==> src/rtl/icl_pkg.sv <==
// ----------------------------------------------------------------------------
// icl_pkg: shared types and constants for the interpolated color lookup
// Table geometry, fixed-point formats, register indexes and queue entry type.
// ----------------------------------------------------------------------------
package icl_pkg;

    localparam int TABLE_DEPTH     = 256;
    localparam int ADDR_BITS       = $clog2(TABLE_DEPTH);
    localparam int VALUE_BITS      = 16;
    localparam int TEMP_BITS       = 16;
    localparam int SCALE_BITS      = 32;
    localparam int SCALE_FRAC_BITS = 24;
    localparam int BLEND_BITS      = 16;
    localparam int COUNT_BITS      = 9;
    localparam int ENTRY_IDX_BITS  = 8;
    localparam int POS_BITS        = TEMP_BITS + SCALE_BITS;
    localparam int IDX_BITS        = POS_BITS - SCALE_FRAC_BITS;
    localparam int CFG_INDEX_BITS  = 2;

    localparam int QUEUE_DEPTH     = 4;
    localparam int QPTR_BITS       = $clog2(QUEUE_DEPTH);
    localparam int QCOUNT_BITS     = QPTR_BITS + 1;

    localparam logic [TEMP_BITS-1:0]  TEMP_LOW_RESET     = TEMP_BITS'(1000);
    localparam logic [TEMP_BITS-1:0]  TEMP_HIGH_RESET    = TEMP_BITS'(40000);
    localparam logic [SCALE_BITS-1:0] INDEX_SCALE_RESET  = SCALE_BITS'(109697);
    localparam logic [COUNT_BITS-1:0] ENTRIES_USED_RESET = COUNT_BITS'(256);

    typedef enum logic {
        OP_LOOKUP = 1'b0,
        OP_LOAD   = 1'b1
    } opcode_t;

    typedef enum logic [CFG_INDEX_BITS-1:0] {
        CFG_TEMP_LOW     = 2'd0,
        CFG_TEMP_HIGH    = 2'd1,
        CFG_INDEX_SCALE  = 2'd2,
        CFG_ENTRIES_USED = 2'd3
    } cfg_index_t;

    typedef logic [VALUE_BITS-1:0] value_t;

    typedef struct packed {
        value_t red;
        value_t green;
        value_t blue;
        value_t lum;
    } entry_t;

    // one request between front and back
    typedef struct packed {
        logic                  is_load;
        logic [ADDR_BITS-1:0]  addr;    // load target, or lower lookup entry
        logic [BLEND_BITS-1:0] frac;    // weight of the upper entry
        entry_t                load;
    } qentry_t;

endpackage

==> src/rtl/icl_queue.sv <==
// ----------------------------------------------------------------------------
// icl_queue: short request queue between front and back
// Register-based FIFO so either side can stall without the other.
// ----------------------------------------------------------------------------
module icl_queue
    import icl_pkg::*;
(
    input  logic    clk,
    input  logic    rst_n,
    input  logic    push_valid,
    output logic    push_ready,
    input  qentry_t push_data,
    output logic    pop_valid,
    input  logic    pop_ready,
    output qentry_t pop_data
);

    qentry_t                slot_reg [QUEUE_DEPTH];
    logic [QPTR_BITS-1:0]   wr_ptr_reg;
    logic [QPTR_BITS-1:0]   rd_ptr_reg;
    logic [QCOUNT_BITS-1:0] count_reg;
    logic [QCOUNT_BITS-1:0] count_next;
    logic                   push_fire;
    logic                   pop_fire;

    assign push_ready = (count_reg != QCOUNT_BITS'(QUEUE_DEPTH));
    assign pop_valid  = (count_reg != '0);
    assign pop_data   = slot_reg[rd_ptr_reg];
    assign push_fire  = push_valid && push_ready;
    assign pop_fire   = pop_valid && pop_ready;

    always_comb
    begin
        count_next = count_reg;
        if (push_fire && !pop_fire)
        begin
            count_next = count_reg + QCOUNT_BITS'(1);
        end
        else if (pop_fire && !push_fire)
        begin
            count_next = count_reg - QCOUNT_BITS'(1);
        end
    end

    always_ff @(posedge clk or negedge rst_n)
    begin
        if (!rst_n)
        begin
            wr_ptr_reg <= '0;
            rd_ptr_reg <= '0;
            count_reg  <= '0;
        end
        else
        begin
            count_reg <= count_next;
            if (push_fire)
            begin
                wr_ptr_reg <= wr_ptr_reg + QPTR_BITS'(1);
            end
            if (pop_fire)
            begin
                rd_ptr_reg <= rd_ptr_reg + QPTR_BITS'(1);
            end
        end
    end

    always_ff @(posedge clk)
    begin
        if (push_fire)
        begin
            slot_reg[wr_ptr_reg] <= push_data;
        end
    end

    a_count_bound: assert property (@(posedge clk) disable iff (!rst_n)
        count_reg <= QCOUNT_BITS'(QUEUE_DEPTH))
        else $error("queue count overflow");

endmodule

==> config.mk <==
export PLATFORM = sky130hd
export DESIGN_NAME = icl_queue
export DESIGN_NICKNAME = d
export VERILOG_FILES = /design/src/rtl/icl_pkg.sv /design/src/rtl/icl_queue.sv
export SDC_FILE = /design/constraint.sdc
export NUM_CORES = 1
export LEC_CHECK = 0
export ABC_CLOCK_PERIOD_IN_PS = 10700
export BUFFER_PORTS_ARGS = -buffer_cell sky130_fd_sc_hd__buf_4
export CAP_MARGIN = 15
export CORE_UTILIZATION = 45
export CTS_BUF_LIST = sky130_fd_sc_hd__clkbuf_8 sky130_fd_sc_hd__clkbuf_16
export CTS_CLUSTER_DIAMETER = 100
export DETAILED_ROUTE_END_ITERATION = 16
export PLACE_DENSITY = 0.62
export RECOVER_POWER = 100
export SLEW_MARGIN = 0
export SYNTH_ARGS = -nofsm -noshare
export SYNTH_HDL_FRONTEND = slang
export SYNTH_SLANG_ARGS = --single-unit
==> constraint.sdc <==
create_clock -name clk -period 10.7 [get_ports clk]
set_clock_uncertainty 0.1 [all_clocks]
set_input_delay 2.14 -clock clk [delete_from_list [all_inputs] [get_ports clk]]
set_output_delay 2.14 -clock clk [all_outputs]
set_load 0.1 [all_outputs]
==> flow_results.org <==
** Outcome
- Result of the run :: finished, violations left
- The checks that failed: max-capacitance violations, max-slew violations.

** Worst setup path
- Traced cell by cell, the critical path runs through clkbuf_4 > a21boi_0 > and2_0 > clkbuf_1.
- Among all stages on the critical path, the largest delay is contributed by sky130_fd_sc_hd__and2_0.
- Critical path peak fanout :: 48
- Arrival @ worst endpoint :: 7.49 ns
- Required time of the critical path :: between 10 and 15 ns
- The worst setup path is captured at a register.
- The worst setup path is of the in2reg kind.
- Maximum single-stage delay on the critical path :: between 2 and 2.5 ns
- The worst setup path is launched from an input pin.

** Synth
- Of the synthesized area, sequential elements account for 81.4%.
- In the synthesized netlist, the number of instances is 500.
- In this run the mean area of a mapped cell was 26.7 sq um.
- FF+latch count, synth :: 363
- Cell type with the largest total area after synthesis :: sky130_fd_sc_hd__edfxtp_1
- The mapped netlist covers 13300 sq um.
- After synthesis, the netlist uses 19 different library cells.
- Synth top area share :: 80.1%
- Total of warnings raised by yosys :: 0
- Net Count, Synth :: roughly 600
- Ranked by total cell area, the synthesized netlist is headed by sky130_fd_sc_hd__edfxtp_1, sky130_fd_sc_hd__mux4_2, sky130_fd_sc_hd__buf_12.

** Floorplanning
- Boundary Pins :: 184
- Y dimension of the die :: ~170 um
- In this run the standard cell core region covers slightly below 30000 sq um.
- Starting density of the core :: 46.1%
- In this run the horizontal extent of the chip is 174 um.
- Die Outline Area :: 30300 sq um
- Number of placement rows :: 62

** Clock network
- The clock passes through at most 3 buffers.
- Post-CTS repair changed the size of 0 cells.
- In this run the number of H-tree levels came out at 2.
- Root buffer selected by CTS :: sky130_fd_sc_hd__clkbuf_16
- TritonCTS created 38 clock buffers.
- TritonCTS clock tree :: yes
- In this run, post-CTS hold repair placed 0 buffers.
- The clock drives 363 sinks.
- Clock-pin slew was measured on the worst setup and hold paths at 0.05 ns.
- At the later pin of the worst-skew pair, clock insertion delay measures ~0.5 ns.
- The number of setup buffers added after CTS is 0.

** Place
- Final weighted congestion of routability-driven global placement :: between 0.6 and 0.7
- Worst slack at placement :: 5.48 ns
- Buffers on Ports :: around 180
- After detailed placement, the design holds a cell count of 1053.
- The wire-length estimate of the detail-placed layout is 13900 um.

** Detailed routing
- Antenna Nets Post-Route :: 0
- Via density per instance :: 5.25
- Routed via count :: ~5.9k
- After detailed routing, the number of remaining DRC violations is 0.
- For this block, the routed nets add up to approximately 24000 um of wire.
- Dividing the detail-routed wire length by the instance count gives 21.3 um.
- The first detailed-routing pass ran for 4 iterations.
- Number of DRC markers in iteration 0 :: 345

** Global routing
- Entering global routing, the biggest net connects 58 pins.
- Global route total overflow :: 0
- GRT Resource Usage Total :: 16.2%
- The number of global-route vias before repair is approximately 6.6k.
- Wire length of the first global-routing pass :: 37000 um
- Initial antenna violation count :: 1

** STA
- TNS Setup :: 0 ns
- The number of failing hold endpoints at the final stage was 0.
- Final setup violation count :: 0
- Min Clock Period, post-route :: ~7.5 ns
- Static timing analysis puts the maximum clock frequency at 133 MHz.
- Final setup slack of the worst path :: 3.16 ns
- Dividing the final minimum period by the clock period gives a little over two thirds.
- In this run the tightest slew margin relative to its limit is -130%.
- For the pin with the worst max-slew slack, the measured transition is ~3.4 ns.
- The total count of max-transition violations in the final report is between 200 and 300.
- Setup repair after global routing left no endpoint under its margin.

** Worst hold path
- The min-delay analysis places its worst path in the category reg2reg.

** Layout
- Fill cell total of the finished layout :: 2314
- Share of layout cells above drive strength 1 :: 20.1%
- Footprint of the multi-input gates :: 2220 sq um
- Largest register FFs :: around 360
- Sequential cell area :: 10900 sq um
- The area growth from synthesis to layout is 16.0%.
- Post-route insts no fill :: roughly 1.1k
- In the final design database the tool counted 808 nets.

** Run
- The tool flagged a number of max-cap violations equal to 6.
cell usage after synthesis:
library cell	instances
sky130_fd_sc_hd__xnor2_1	4
sky130_fd_sc_hd__nand2_1	2
sky130_fd_sc_hd__buf_2	9
sky130_fd_sc_hd__inv_1	3
sky130_fd_sc_hd__nand3_1	1
sky130_fd_sc_hd__buf_6	1
sky130_fd_sc_hd__and2_1	4
sky130_fd_sc_hd__or3_1	1
sky130_fd_sc_hd__edfxtp_1	356
sky130_fd_sc_hd__mux2_2	2
sky130_fd_sc_hd__mux4_2	89
sky130_fd_sc_hd__fa_1	1
sky130_fd_sc_hd__dfrtp_1	7
sky130_fd_sc_hd__xor2_1	2
sky130_fd_sc_hd__buf_12	9
sky130_fd_sc_hd__ha_1	5
sky130_fd_sc_hd__nor2_1	2
sky130_fd_sc_hd__clkbuf_1	1
sky130_fd_sc_hd__a21boi_2	1
path summary, 6_finish.rpt:
kind / endpoint / depth (start not counted) / slack, ns / startpoint
hold reg to reg: count_reg[2] / 1 / 0.45 / count_reg[2]
hold / removal: count_reg[2] / 1 / 0.45 / count_reg[2]
min in group asynchronous: count_reg[2] / 1 / 1.44 / rst_n
setup reg to reg: slot_reg[2][50] / 4 / 4.38 / count_reg[1]
max in group asynchronous: rd_ptr_reg[1] / 1 / 8.74 / rst_n
setup / recovery: slot_reg[2][50] / 4 / 3.16 / push_valid
cell type report:
cell class,count,area share (%)
diodes,1,0.0162
clock buffers,42,6.57
clock inverters,25,0.849
inverters,3,0.0728
multi-input cells,114,14.4
flip-flops and latches,363,70.2
well taps,384,3.10
repair buffers,189,4.80
placed cells by master (no fill, tap or decap), drive strengths merged, types with 4 or more instances in the layout:
cell type / count
and2: 4
clkinv: 12
dfrtp: 7
edfxtp: 356
clkbuf: 224
mux4: 89
xnor2: 4
ha: 5
inv: 14
buf: 7
per-stage QoR:
stage	utilization, %	hold WS (ns)	cell area, sq um
global placement	51.9	0.407	15000
global route	53.5	0.456	15500
detailed placement	51.9	0.455	15000
CTS	55.9	0.465	16200
finish	53.5	0.448	15500
floorplan	-	0.393	13300
per-layer routing:
metal	global-route usage, %	wire [um]	vias to the layer above
li1	-	-	2573
met1	21.0	10000	3099
met2	27.1	11900	186
met3	4.35	1540	32
met4	4.28	384	0
met5	0	0	-
critical path, delay by kind of cell:
kind                   cells  cell delay, ns
AO/OA/AOI/OAI              1            0.64
buffers and inverters      2            2.30
AND/OR/NAND/NOR            1            2.33
cells by family after synthesis:
family,synth area share [%]
and+or+nand+nor,0.385
DFF,81.4
muxes,15.2
AOI/OAI and AO/OA,0.0844
buffers and inverters,1.88
adders and majority gates,0.619
xor gates and xnor gates,0.394
Power is left out: the tool's default activity adds up to more than one toggle a clock period on the data nets, which glitch-free logic cannot reach.
