**src/rtl/icl_pkg.sv**
```systemverilog
// ----------------------------------------------------------------------------
// icl_pkg: shared types and constants for the interpolated color lookup
// Table geometry, fixed-point formats, register indexes and queue entry type.
// ----------------------------------------------------------------------------
package icl_pkg;

    localparam int TABLE_DEPTH     = 256;
    localparam int ADDR_BITS       = $clog2(TABLE_DEPTH);
    localparam int VALUE_BITS      = 16;
    localparam int TEMP_BITS       = 16;
    localparam int SCALE_BITS      = 32;
    localparam int SCALE_FRAC_BITS = 24;
    localparam int BLEND_BITS      = 16;
    localparam int COUNT_BITS      = 9;
    localparam int ENTRY_IDX_BITS  = 8;
    localparam int POS_BITS        = TEMP_BITS + SCALE_BITS;
    localparam int IDX_BITS        = POS_BITS - SCALE_FRAC_BITS;
    localparam int CFG_INDEX_BITS  = 2;

    localparam int QUEUE_DEPTH     = 4;
    localparam int QPTR_BITS       = $clog2(QUEUE_DEPTH);
    localparam int QCOUNT_BITS     = QPTR_BITS + 1;

    localparam logic [TEMP_BITS-1:0]  TEMP_LOW_RESET     = TEMP_BITS'(1000);
    localparam logic [TEMP_BITS-1:0]  TEMP_HIGH_RESET    = TEMP_BITS'(40000);
    localparam logic [SCALE_BITS-1:0] INDEX_SCALE_RESET  = SCALE_BITS'(109697);
    localparam logic [COUNT_BITS-1:0] ENTRIES_USED_RESET = COUNT_BITS'(256);

    typedef enum logic {
        OP_LOOKUP = 1'b0,
        OP_LOAD   = 1'b1
    } opcode_t;

    typedef enum logic [CFG_INDEX_BITS-1:0] {
        CFG_TEMP_LOW     = 2'd0,
        CFG_TEMP_HIGH    = 2'd1,
        CFG_INDEX_SCALE  = 2'd2,
        CFG_ENTRIES_USED = 2'd3
    } cfg_index_t;

    typedef logic [VALUE_BITS-1:0] value_t;

    typedef struct packed {
        value_t red;
        value_t green;
        value_t blue;
        value_t lum;
    } entry_t;

    // one request between front and back
    typedef struct packed {
        logic                  is_load;
        logic [ADDR_BITS-1:0]  addr;    // load target, or lower lookup entry
        logic [BLEND_BITS-1:0] frac;    // weight of the upper entry
        entry_t                load;
    } qentry_t;

endpackage

```
**src/rtl/icl_front.sv**
```systemverilog
// ----------------------------------------------------------------------------
// icl_front: configuration registers and request classification
// Clamps the temperature, scales the offset into a table position and
// resolves the entry address and blend fraction for the back end.
// ----------------------------------------------------------------------------
module icl_front
    import icl_pkg::*;
(
    input  logic                      clk,
    input  logic                      rst_n,
    input  logic                      cfg_valid,
    output logic                      cfg_ready,
    input  logic [CFG_INDEX_BITS-1:0] cfg_index,
    input  logic [SCALE_BITS-1:0]     cfg_data,
    input  logic                      in_valid,
    output logic                      in_stall,
    input  logic                      opcode,
    input  logic [TEMP_BITS-1:0]      temperature,
    input  logic [ENTRY_IDX_BITS-1:0] entry_index,
    input  logic [VALUE_BITS-1:0]     load_red,
    input  logic [VALUE_BITS-1:0]     load_green,
    input  logic [VALUE_BITS-1:0]     load_blue,
    input  logic [VALUE_BITS-1:0]     load_luminosity,
    output logic                      push_valid,
    input  logic                      push_ready,
    output qentry_t                   push_data
);

    typedef struct packed {
        logic                 is_load;
        logic [TEMP_BITS-1:0] offset;
        logic [ADDR_BITS-1:0] last;
        logic [ADDR_BITS-1:0] entry_addr;
        entry_t               load;
    } f1_t;

    typedef struct packed {
        logic                 is_load;
        logic [POS_BITS-1:0]  pos;
        logic [ADDR_BITS-1:0] last;
        logic [ADDR_BITS-1:0] entry_addr;
        entry_t               load;
    } f2_t;

    logic [TEMP_BITS-1:0]  temp_low_reg;
    logic [TEMP_BITS-1:0]  temp_high_reg;
    logic [SCALE_BITS-1:0] index_scale_reg;
    logic [COUNT_BITS-1:0] entries_used_reg;

    logic f1_valid_reg;
    logic f2_valid_reg;
    f1_t  f1_reg;
    f1_t  f1_next;
    f2_t  f2_reg;
    f2_t  f2_next;

    logic                 f1_ready;
    logic                 f2_ready;
    logic                 in_fire;
    logic                 is_load;
    logic                 load_in_range;
    logic [TEMP_BITS-1:0] t_clamped;
    logic [ADDR_BITS-1:0] last_entry;
    logic [IDX_BITS-1:0]  pos_idx;

    assign cfg_ready = 1'b1;

    always_ff @(posedge clk or negedge rst_n)
    begin
        if (!rst_n)
        begin
            temp_low_reg     <= TEMP_LOW_RESET;
            temp_high_reg    <= TEMP_HIGH_RESET;
            index_scale_reg  <= INDEX_SCALE_RESET;
            entries_used_reg <= ENTRIES_USED_RESET;
        end
        else if (cfg_valid && cfg_ready)
        begin
            case (cfg_index_t'(cfg_index))
                CFG_TEMP_LOW:     temp_low_reg     <= cfg_data[TEMP_BITS-1:0];
                CFG_TEMP_HIGH:    temp_high_reg    <= cfg_data[TEMP_BITS-1:0];
                CFG_INDEX_SCALE:  index_scale_reg  <= cfg_data;
                CFG_ENTRIES_USED: entries_used_reg <= cfg_data[COUNT_BITS-1:0];
                default:          ;
            endcase
        end
    end

    // ---- stage 1: clamp, offset, last entry ----
    assign f2_ready = !f2_valid_reg || push_ready;
    assign f1_ready = !f1_valid_reg || f2_ready;
    assign in_stall = !f1_ready;
    assign in_fire  = in_valid && f1_ready;

    assign is_load       = (opcode_t'(opcode) == OP_LOAD);
    assign load_in_range = (32'(entry_index) < TABLE_DEPTH);

    always_comb
    begin
        // floor first, then ceiling: an inverted range ends at temp_high
        t_clamped = temperature;
        if (t_clamped < temp_low_reg)
        begin
            t_clamped = temp_low_reg;
        end
        if (t_clamped > temp_high_reg)
        begin
            t_clamped = temp_high_reg;
        end

        if (entries_used_reg == '0)
        begin
            last_entry = '0;
        end
        else if (32'(entries_used_reg) > TABLE_DEPTH)
        begin
            last_entry = ADDR_BITS'(TABLE_DEPTH - 1);
        end
        else
        begin
            last_entry = ADDR_BITS'(entries_used_reg - COUNT_BITS'(1));
        end

        f1_next.is_load    = is_load;
        f1_next.offset     = (t_clamped > temp_low_reg) ? t_clamped - temp_low_reg : '0;
        f1_next.last       = last_entry;
        f1_next.entry_addr = ADDR_BITS'(entry_index);
        f1_next.load       = '{red: load_red, green: load_green, blue: load_blue,
                               lum: load_luminosity};
    end

    // ---- stage 2: offset times index scale ----
    always_comb
    begin
        f2_next.is_load    = f1_reg.is_load;
        f2_next.pos        = POS_BITS'(f1_reg.offset) * POS_BITS'(index_scale_reg);
        f2_next.last       = f1_reg.last;
        f2_next.entry_addr = f1_reg.entry_addr;
        f2_next.load       = f1_reg.load;
    end

    always_ff @(posedge clk or negedge rst_n)
    begin
        if (!rst_n)
        begin
            f1_valid_reg <= 1'b0;
            f2_valid_reg <= 1'b0;
        end
        else
        begin
            if (f1_ready)
            begin
                // out-of-range loads are dropped here
                f1_valid_reg <= in_valid && !(is_load && !load_in_range);
            end
            if (f2_ready)
            begin
                f2_valid_reg <= f1_valid_reg;
            end
        end
    end

    always_ff @(posedge clk)
    begin
        if (in_fire)
        begin
            f1_reg <= f1_next;
        end
        if (f2_ready && f1_valid_reg)
        begin
            f2_reg <= f2_next;
        end
    end

    // ---- classification into a queue request ----
    assign pos_idx = f2_reg.pos[POS_BITS-1:SCALE_FRAC_BITS];

    always_comb
    begin
        push_data.is_load = f2_reg.is_load;
        push_data.load    = f2_reg.load;
        if (f2_reg.is_load)
        begin
            push_data.addr = f2_reg.entry_addr;
            push_data.frac = '0;
        end
        else if (pos_idx >= IDX_BITS'(f2_reg.last))
        begin
            // at or past the end: last entry, no blend
            push_data.addr = f2_reg.last;
            push_data.frac = '0;
        end
        else
        begin
            push_data.addr = pos_idx[ADDR_BITS-1:0];
            push_data.frac = f2_reg.pos[SCALE_FRAC_BITS-1:SCALE_FRAC_BITS-BLEND_BITS];
        end
    end

    assign push_valid = f2_valid_reg;

    a_lookup_within_last: assert property (@(posedge clk) disable iff (!rst_n)
        (push_valid && !push_data.is_load) |-> (push_data.addr <= f2_reg.last))
        else $error("lookup address beyond last used entry");

    a_last_no_blend: assert property (@(posedge clk) disable iff (!rst_n)
        (push_valid && !push_data.is_load && push_data.addr == f2_reg.last)
        |-> (push_data.frac == '0))
        else $error("last entry lookup carries a blend fraction");

endmodule

```
**config.mk**
```make
export PLATFORM = sky130hd
export DESIGN_NAME = icl_front
export DESIGN_NICKNAME = d
export VERILOG_FILES = /design/src/rtl/icl_pkg.sv /design/src/rtl/icl_front.sv
export SDC_FILE = /design/constraint.sdc
export NUM_CORES = 2
export LEC_CHECK = 0
export BUFFER_PORTS_ARGS = -buffer_cell sky130_fd_sc_hd__buf_2
export CORE_MARGIN = 2
export CORE_UTILIZATION = 55
export CTS_CLUSTER_DIAMETER = 120
export DETAILED_ROUTE_END_ITERATION = 8
export PLACE_DENSITY = 0.76
export RECOVER_POWER = 50
export SLEW_MARGIN = 20
export SYNTH_ARGS = -nofsm -noshare
export SYNTH_HDL_FRONTEND = slang
export SYNTH_SLANG_ARGS = --single-unit
export TNS_END_PERCENT = 10
```
**constraint.sdc**
```tcl
create_clock -name clk -period 12.3 [get_ports clk]
set_input_delay 1.845 -clock clk [delete_from_list [all_inputs] [get_ports clk]]
set_output_delay 1.845 -clock clk [all_outputs]
set_load 0.05 [all_outputs]
```
==> reports/results.ini <==
[status]
outcome = finished with violations
failed_checks = max-capacitance violations, max-slew violations

[job]
maxCapViolCount = 4

[layout]
synthToLayoutAreaGrowth_pct = 8.73
largest_reg_flops = 97
final_util_pct = 60.7
drive_above_1_share_pct = 14.8
final_design_area_no_fill_um2 = 30500
layout.nets = 3422
nFillCells = 3958

[worst_setup_path]
r2r-end = f1_reg[89]$_SDFFCE_PP0P_
critPathMaxFanout = 17
worstSetupStartpointType = input pin
crit_arrival_ns = 9.11
regToRegSetupSlack_ns = 4.37
slowest_stage = o31ai_2
cp_slowest_stage_delay_ns = 0.83
critical_path_required_ns = 12.56
reg2reg_depth = 30
endpoint_kind = register
critPathLaunch = temperature[1]
path_common_cell = o21a_1
r2r-start = temp_low_reg[1]$_DFFE_PN0P_
path_class = input pin to register

[global_route]
grt_pass1_wl_um = 105000
grt_pass1_vias = 19900
grt.overflow.total = 0
grt_antenna_before_repair = 3
grt.total_usage_pct = 25.3
global_route.usage.met3_pct = 4.17
met2_usage_pct = 41.8
grt_max_degree = 76
grt-busiest-layer = met2
use_met1_pct = 34.3

[synthesis]
synthMuxAreaShare_pct = 3.93
synth_nets = 3310
yosysWarnings = 0
synth_compound_area_share_pct = 4.88
synth_cell_types = 59
synth_top_area_share_pct = 29.9
ys_ff_latch = 293
post_synth_main_area_contributors = fa_1, edfxtp_1, ha_1
synth_ff_type = edfxtp_1
synthMostInstantiatedCell = inv_1
yosys.area_share.xor_xnor_pct = 1.63
async_reset_ff_share_pct = 25.6
yosys-top-cells-count = inv_1, fa_1, nand2_1
synth_fa_ha_area_share_pct = 37.6
synth_edf_count = 218
synthSimpleGateAreaFrac_pct = 12.1
netlist_area_um2 = 28000
yosysSeqAreaShare_pct = 30.2
synth_cells = 2590
synth_top_area_cell = fa_1
synth_top_family_by_area = adder cells
avgSynthCellArea_um2 = 10.8

[hold_path]
holdPathEnd = push_data[38]$_DFFE_PP_
min_from = f1_reg[38]$_DFFE_PP_
hold_path_class = register to register
hold_depth = 0

[clock_tree]
cts_resized = 0
clock_path_buffers = 3
clock-sinks = 293
cts_max_level = 2
cts_setup_buffers = 0
clkTransAtPathRegs_ns = 0.06
cts_tree = yes
cts_inserted_buffers = 34
cts_root_buf = clkbuf_16
cts_hold_buf = 0
clk_latency_ns = 0.57

[floorplanning]
core-area_um2 = 50200
num_io_pins = 220
die_w_um = 230
rows = 82
start_util_pct = 55.8
die_y_um = 230
dieArea_um2 = 52800

[timing]
setup-tns-final_ns = 0
slew_headroom_pct = -118
period_needed_ns = 8.85
final_hold_viol_count = 0
worst_pin_slew_ns = 3.28
hold_ws_ns = 0.413
setup_viol_count_final = 0
fin_crit_sh_pct = 72.0
rsz0062_at_grt = no
clock_skew_ns = 0.0138
slew_violations = 165
fmax_ghz = 0.113

[placed_design]
hpwlAfterDp_um = 47600
place_congestion = 0.883
io_buffer_count = 218
placed_cell_area_um2 = 29300

[routing]
drc = 0
routed_wl_um = 64600
first_pass_iters = 6
first_iter_violations = 1144
vias = 18600
postRouteAntennaNets = 0
via_per_inst = 5.46
avgRoutedWirePerCell_um = 19.0

critical path: cells and delay by family:
kind                       cells  cell delay (ns)
and+or+nand+nor                3             0.48
muxes                          2             0.82
buffers and inverters          2             0.40
adders and majority gates      3             0.91
AOI/OAI and AO/OA             20             4.67
cell families (layout without fill, tap and decap cells):
kind of cell | after synthesis | after routing
adder cells (fa/ha/maj) | 592 | 592
AO/OA/AOI/OAI | 208 | 208
buffers and inverters | 648 | 786
multiplexers | 99 | 99
XOR/XNOR | 52 | 52
flip-flops | 293 | 293
other | 1 | 2
AND/OR/NAND/NOR | 697 | 697
per-layer routing:
layer,routed length (µm),vias to the layer above
met5,24,-
met1,26200,9295
li1,-,8278
met2,30800,832
met3,5370,167
met4,2180,4
stage by stage:
step,setup slack [ns],std cells
6_report,3.45,3401
5_1_grt,2.95,3401
4_1_cts,3.51,3399
3_5_place_dp,2.90,3337
3_3_place_gp,3.03,3337
2_1_floorplan,4.31,2590
cell type report:
class	instances	area (µm²)	area share [%]
well taps	672	841	2.76
inverters	480	1800	5.92
clock inverters	20	315	1.04
clock buffers	42	911	2.99
multi-input cells	1649	16900	55.4
repair buffers	244	1260	4.15
flip-flops and latches	293	8450	27.7
diodes	1	2.50	0.00822
cell usage in the layout (no fill, tap or decap), types with 3 or more instances in the layout:
cell type,netlist,routed
inv_1,480,480
fa_1,418,418
o21ai_1,3,4
a41oi_1,6,6
nor2b_1,9,9
o21ai_0,50,49
a21o_1,49,49
bufinv_16,0,5
clkbuf_8,0,3
mux2_2,89,89
edfxtp_1,218,218
and2_1,232,230
clkbuf_16,0,34
dfstp_2,19,19
a211oi_1,7,7
nor2_1,40,40
nor4_1,9,9
ha_1,174,174
a31oi_1,3,3
buf_2,3,210
xnor2_1,30,30
inv_6,0,3
buf_4,68,23
mux2i_1,10,10
and3_1,5,5
nand2_1,339,339
dfrtp_1,56,56
clkbuf_1,95,16
nand3_1,7,7
a21oi_1,46,46
clkinv_2,0,4
o21a_1,11,11
nand4_1,21,21
o21bai_1,7,7
xor2_1,22,22
nand3b_1,5,5
o31ai_1,3,3
nor3_1,13,13
nand2b_1,10,10
how the worst max path moves through the flow:
stage                                     to  slack, ns  cells past startpoint
finish              f1_reg[89]$_SDFFCE_PP0P_       3.45                     30
global route        f1_reg[89]$_SDFFCE_PP0P_       2.95                     30
CTS                 f1_reg[89]$_SDFFCE_PP0P_       3.51                     30
detailed placement  f1_reg[89]$_SDFFCE_PP0P_       2.90                     30
global placement    f1_reg[89]$_SDFFCE_PP0P_       3.03                     30
floorplan           f1_reg[84]$_SDFFCE_PP0P_       4.31                     31
Power is not shown: default switching activity piles up to over one toggle a cycle in this logic, so the estimate is an artifact.
